## src/rtl/fcc_pkg.sv

```systemverilog
`default_nettype none
package fcc_pkg;
    localparam int MAX_SPAN_DEF  = 4096;
    localparam int MAX_CELLS_DEF = 16777216;
    localparam int CELL_W  = 24;
    localparam int DATA_W  = 32;
    localparam int FRAC_W  = 24;
    localparam int SX_W    = 13;
    localparam int SZ_W    = 7;
    localparam int IDX_W   = 3;
    localparam int NTERM   = 12;
    localparam int ACC_W   = 72;

    localparam logic [IDX_W-1:0] REG_STRIDE_X = 3'd0;
    localparam logic [IDX_W-1:0] REG_STRIDE_Y = 3'd1;
    localparam logic [IDX_W-1:0] REG_STRIDE_Z = 3'd2;
    localparam logic [IDX_W-1:0] REG_WLO      = 3'd3;
    localparam logic [IDX_W-1:0] REG_WUP      = 3'd4;
    localparam logic [IDX_W-1:0] REG_NORM     = 3'd5;

    localparam logic [1:0] CLS_PLAIN = 2'd0;
    localparam logic [1:0] CLS_LOWER = 2'd1;
    localparam logic [1:0] CLS_UPPER = 2'd2;

    typedef enum logic [2:0] {
        ST_IDLE, ST_READ, ST_MUL, ST_ACC, ST_SITE, ST_NORM, ST_OUT
    } back_state_t;

    typedef struct packed {
        logic [CELL_W-1:0] cell_idx;
        logic              emit;
        logic [DATA_W-1:0] prev_value;
        logic [DATA_W-1:0] site_weight;
    } job_t;
endpackage
`default_nettype wire

```

## src/rtl/fcc_front.sv

```systemverilog
`default_nettype none
module fcc_front #(
    parameter int MAX_CELLS = fcc_pkg::MAX_CELLS_DEF
) (
    input  wire logic                          clk,
    input  wire logic                          rst_n,
    input  wire logic                          in_valid,
    output logic                               in_ready,
    input  wire logic                          grid_start,
    input  wire logic [fcc_pkg::DATA_W-1:0]    prev_value,
    input  wire logic [fcc_pkg::DATA_W-1:0]    site_weight,
    input  wire logic                          q_full,
    input  wire logic [fcc_pkg::SX_W:0]        span,
    output logic                               push,
    output fcc_pkg::job_t                      job
);
    logic [fcc_pkg::CELL_W-1:0] cnt_reg;
    logic [fcc_pkg::CELL_W-1:0] cnt_next;
    logic [fcc_pkg::CELL_W-1:0] n;

    assign in_ready = !q_full;
    assign push     = in_valid && in_ready;
    assign n        = grid_start ? '0 : cnt_reg;

    always_comb
    begin
        cnt_next = cnt_reg;
        if (push)
        begin
            if ({8'd0, n} == 32'(MAX_CELLS - 1))
            begin
                cnt_next = '0;
            end
            else
            begin
                cnt_next = n + 1'b1;
            end
        end
    end

    assign job.emit        = n >= fcc_pkg::CELL_W'(span);
    assign job.cell_idx    = n - fcc_pkg::CELL_W'(span);
    assign job.prev_value  = prev_value;
    assign job.site_weight = site_weight;

    always_ff @(posedge clk or negedge rst_n)
    begin
        if (!rst_n)
        begin
            cnt_reg <= '0;
        end
        else
        begin
            cnt_reg <= cnt_next;
        end
    end
endmodule
`default_nettype wire

```

## config.mk

```make
export PLATFORM = sky130hd
export DESIGN_NAME = fcc_front
export DESIGN_NICKNAME = d
export VERILOG_FILES = /design/src/rtl/fcc_pkg.sv /design/src/rtl/fcc_front.sv
export SDC_FILE = /design/constraint.sdc
export NUM_CORES = 1
export LEC_CHECK = 0
export ABC_CLOCK_PERIOD_IN_PS = 7000
export BUFFER_PORTS_ARGS = -buffer_cell sky130_fd_sc_hd__buf_2
export CAP_MARGIN = 5
export CORE_MARGIN = 1.5
export CORE_UTILIZATION = 48
export DETAILED_ROUTE_END_ITERATION = 8
export GPL_ROUTABILITY_DRIVEN = 0
export MAX_ROUTING_LAYER = met4
export PLACE_DENSITY_LB_ADDON = 0.25
export SLEW_MARGIN = 20
export SYNTH_ARGS = -nofsm -noshare
export SYNTH_HDL_FRONTEND = slang
export SYNTH_SLANG_ARGS = --single-unit
export TNS_END_PERCENT = 5
```

## constraint.sdc

```tcl
create_clock -name clk -period 7 [get_ports clk]
set_input_delay 1.4 -clock clk [delete_from_list [all_inputs] [get_ports clk]]
set_output_delay 1.4 -clock clk [all_outputs]
set_load 0.02 [all_outputs]
```

==> impl_metrics.toml <==
[yosys]
synth_flop_cell = "dfrtp_1"
synth_cell_types = 54
yosys.area.top_type = "dfrtp_1"
synthArstFlopShare_pct = 100
yosysMostFrequentCell = "buf_4"
synth_edf_count = 0
syn_nets = 498
ys_warn_count = 0
avgSynthCellArea_um2 = 7.39
synth_commonest_cells = "buf_4 (64), nand2_1 (45), inv_1 (30)"
netlist_instances = 399
synth_top_area_share_pct = 20.4
synthTopCellsByArea = "dfrtp_1 (20%), buf_4 (16%), ha_1 (6.4%)"
synth_area_um2 = 2950
seq_area_frac_synth_pct = 20.4
synth-seq-cells = 24

[min_path]
hp-class = "flop to flop"
min-delay-start = "cnt_reg[9]"

[cts]
cts_tree = "yes"
hold_buffers = 0
cts_max_level = 1
cts.repair.resized = 0
clkTransAtPathRegs_ns = 0.08
postCtsSetupBuffers = 0
clock_latency_ns = 0.27
cts_buffers = 3
cts_root_buf = "clkbuf_8"
cts_sinks = 24
cts_buffer_depth = 2

[sta]
rsz0062_at_grt = "false"
relSlewSlack_pct = 33.2
tns_ns = 0
worst_slack_ns = 1.57
finalHoldViolations = 0
setup_violations = 0
finalCriticalPeriod_ns = 5.43
tightestPinTransition_ns = 1.00
period_share_pct = 77.5
fin_worst_skew_ns = 0.0110
fmax_mhz = 184
finalMaxSlewViolations = 0
fin_hold_ws_ns = 0.496

[setup_path]
crit_start = "grid_start"
r2r_start = "cnt_reg[1]"
slowest_delay_ns = 0.40
slowest_stage = "fa_1"
crit_arrival_ns = 4.03
required_ns = 5.60
path_cells = "buf_2 > nand2b_1 > ha_1 > inv_1 > fa_1 > a21oi_1 > o21ai_0 > a221o_1 > a21oi_2 > o21ai_0 > o311ai_0 > buf_2"
start_kind = "input pin"
critical-path-top-delay-family = "compound AO/OA/AOI/OAI gates"
endpoint_kind = "output pin"
path_class = "input pin to output pin"
critical_path.max_fanout = 11
cp.buffers_inverters = 3

[cells_and_area]
area_growth_pct = -4.92
instances_no_fill = 448
multi_input_area_um2 = 1710
fillers = 614
largest_reg_flops = 24
layout-drive-gt1-share_pct = 15.3
fin_nets = 473
register_area_um2 = 601
num_antenna_cells = 0

[place]
hpwlAfterDp_um = 5240
pre_cts_ws_ns = 1.63
port-buffer-count = 45
dp_cells = 444

[detailed_routing]
vias = 2572
drc_errors = 0
first_pass_iters = 4
first_iter_violations = 156
finalWirelength_um = 6670
vias_per_cell = 5.74
wl_per_cell_um = 14.9
antenna_left = 0

[global_routing]
grt_max_degree = 35
grt_pass1_vias = 2346
antenna_found_initial = 0
grt_pass1_wl_um = 10900
grt_usage_pct = 21.4
grt_overflow = 0

[floorplanning]
num_rows = 28
core_area_um2 = 5920
die_area_um2 = 6620
dieHeight_um = 81.4
ios = 174
initial_utilization_pct = 49.8
die_w_um = 81.4

[power]
power_density_nw_per_um2 = 145
ir_worst_vdd_mv = 0.0610
leakage_uw = 0.00136

[outcome]
status = "completed"

[flow_run]
drv_cap = 0
[report_power, final]
part / internal (uW) / switching (uW)
Sequential: 148 / 12.3
Combinational: 55.4 / 93.1
Clock: 50.2 / 46.6
Total: 254 / 152
[routing by layer]
layer	global-route usage, %	part of all wire (%)
met5	-	0
met4	10.2	3.4
met3	1.46	6.7
met2	33.1	46
met1	28.3	44
[placed cells by master (no fill, tap or decap), types with 2 or more instances in the layout]
cell | synthesis | final
mux2i_1 | 7 | 7
o22ai_1 | 2 | 2
and2_1 | 3 | 3
nand2_1 | 45 | 45
a21o_1 | 4 | 4
o31ai_1 | 10 | 10
ha_1 | 15 | 15
xor2_1 | 5 | 5
nand3_1 | 12 | 12
nor2_1 | 25 | 25
nor3_1 | 7 | 7
nor4_1 | 4 | 4
buf_2 | 1 | 45
xnor2_1 | 9 | 9
o21ai_0 | 29 | 29
or3_1 | 2 | 2
o21a_1 | 2 | 2
and4_1 | 2 | 2
o21bai_1 | 3 | 3
a211o_1 | 2 | 2
nand2b_1 | 2 | 2
clkbuf_8 | 0 | 4
a221o_1 | 2 | 2
nand4_1 | 4 | 4
and3_1 | 7 | 7
a21oi_1 | 24 | 24
a31oi_1 | 3 | 3
inv_1 | 30 | 30
dfrtp_1 | 24 | 24
nor2b_1 | 14 | 14
and3b_1 | 3 | 3
[final cells by class]
| type | count | area share, % |
|---|---|---|
| Clock buffer | 4 | 1.96 |
| Sequential cell | 24 | 21.4 |
| Multi-Input combinational cell | 269 | 61.0 |
| Timing Repair Buffer | 46 | 8.30 |
| Inverter | 30 | 4.02 |
| Tap cell | 75 | 3.35 |
[logic make-up (layout without fill, tap and decap cells)]
logic type                 after synthesis  in the layout  synth area share, %
adders and majority gates               16             16                 7.04
xor gates and xnor gates                14             14                 4.16
buffers and inverters                  106             80                 21.7
AOI/OAI and AO/OA                       96             96                 21.2
DFF                                     24             24                 20.4
and+or+nand+nor                        136            136                 23.2
muxes                                    7              7                 2.38
[per-stage QoR]
step / util [%] / cell area [um^2] / power, uW
after floorplan: - / 2950 / 320
after global placement: 46.4 / 2750 / 311
after detailed placement: 46.4 / 2750 / 311
after CTS: 47.4 / 2800 / 408
after global routing: 47.4 / 2800 / 432
final: 47.4 / 2800 / 406
[final timing paths]
check / to / slack, ns / cells past startpoint
worst max-delay path: job[83] / 1.57 / 12
worst min-delay path: cnt_reg[9] / 0.50 / 1
worst max register to register: cnt_reg[13] / 4.25 / 8
worst min register to register: cnt_reg[9] / 0.50 / 1
max in group asynchronous: cnt_reg[6] / 5.50 / 1
min in group asynchronous: cnt_reg[19] / 1.11 / 1
[worst reg2reg max path, stage by stage (launching register included)]
cell and delay [ns]:
dfrtp_1 0.39, nor2b_1 0.33, ha_1 0.25, and3_1 0.24, nand4_1 0.17, o41ai_2 0.87
a21oi_1 0.08, o21ai_0 0.19, o41ai_1 0.11
Power figures use the tool's default switching activity.
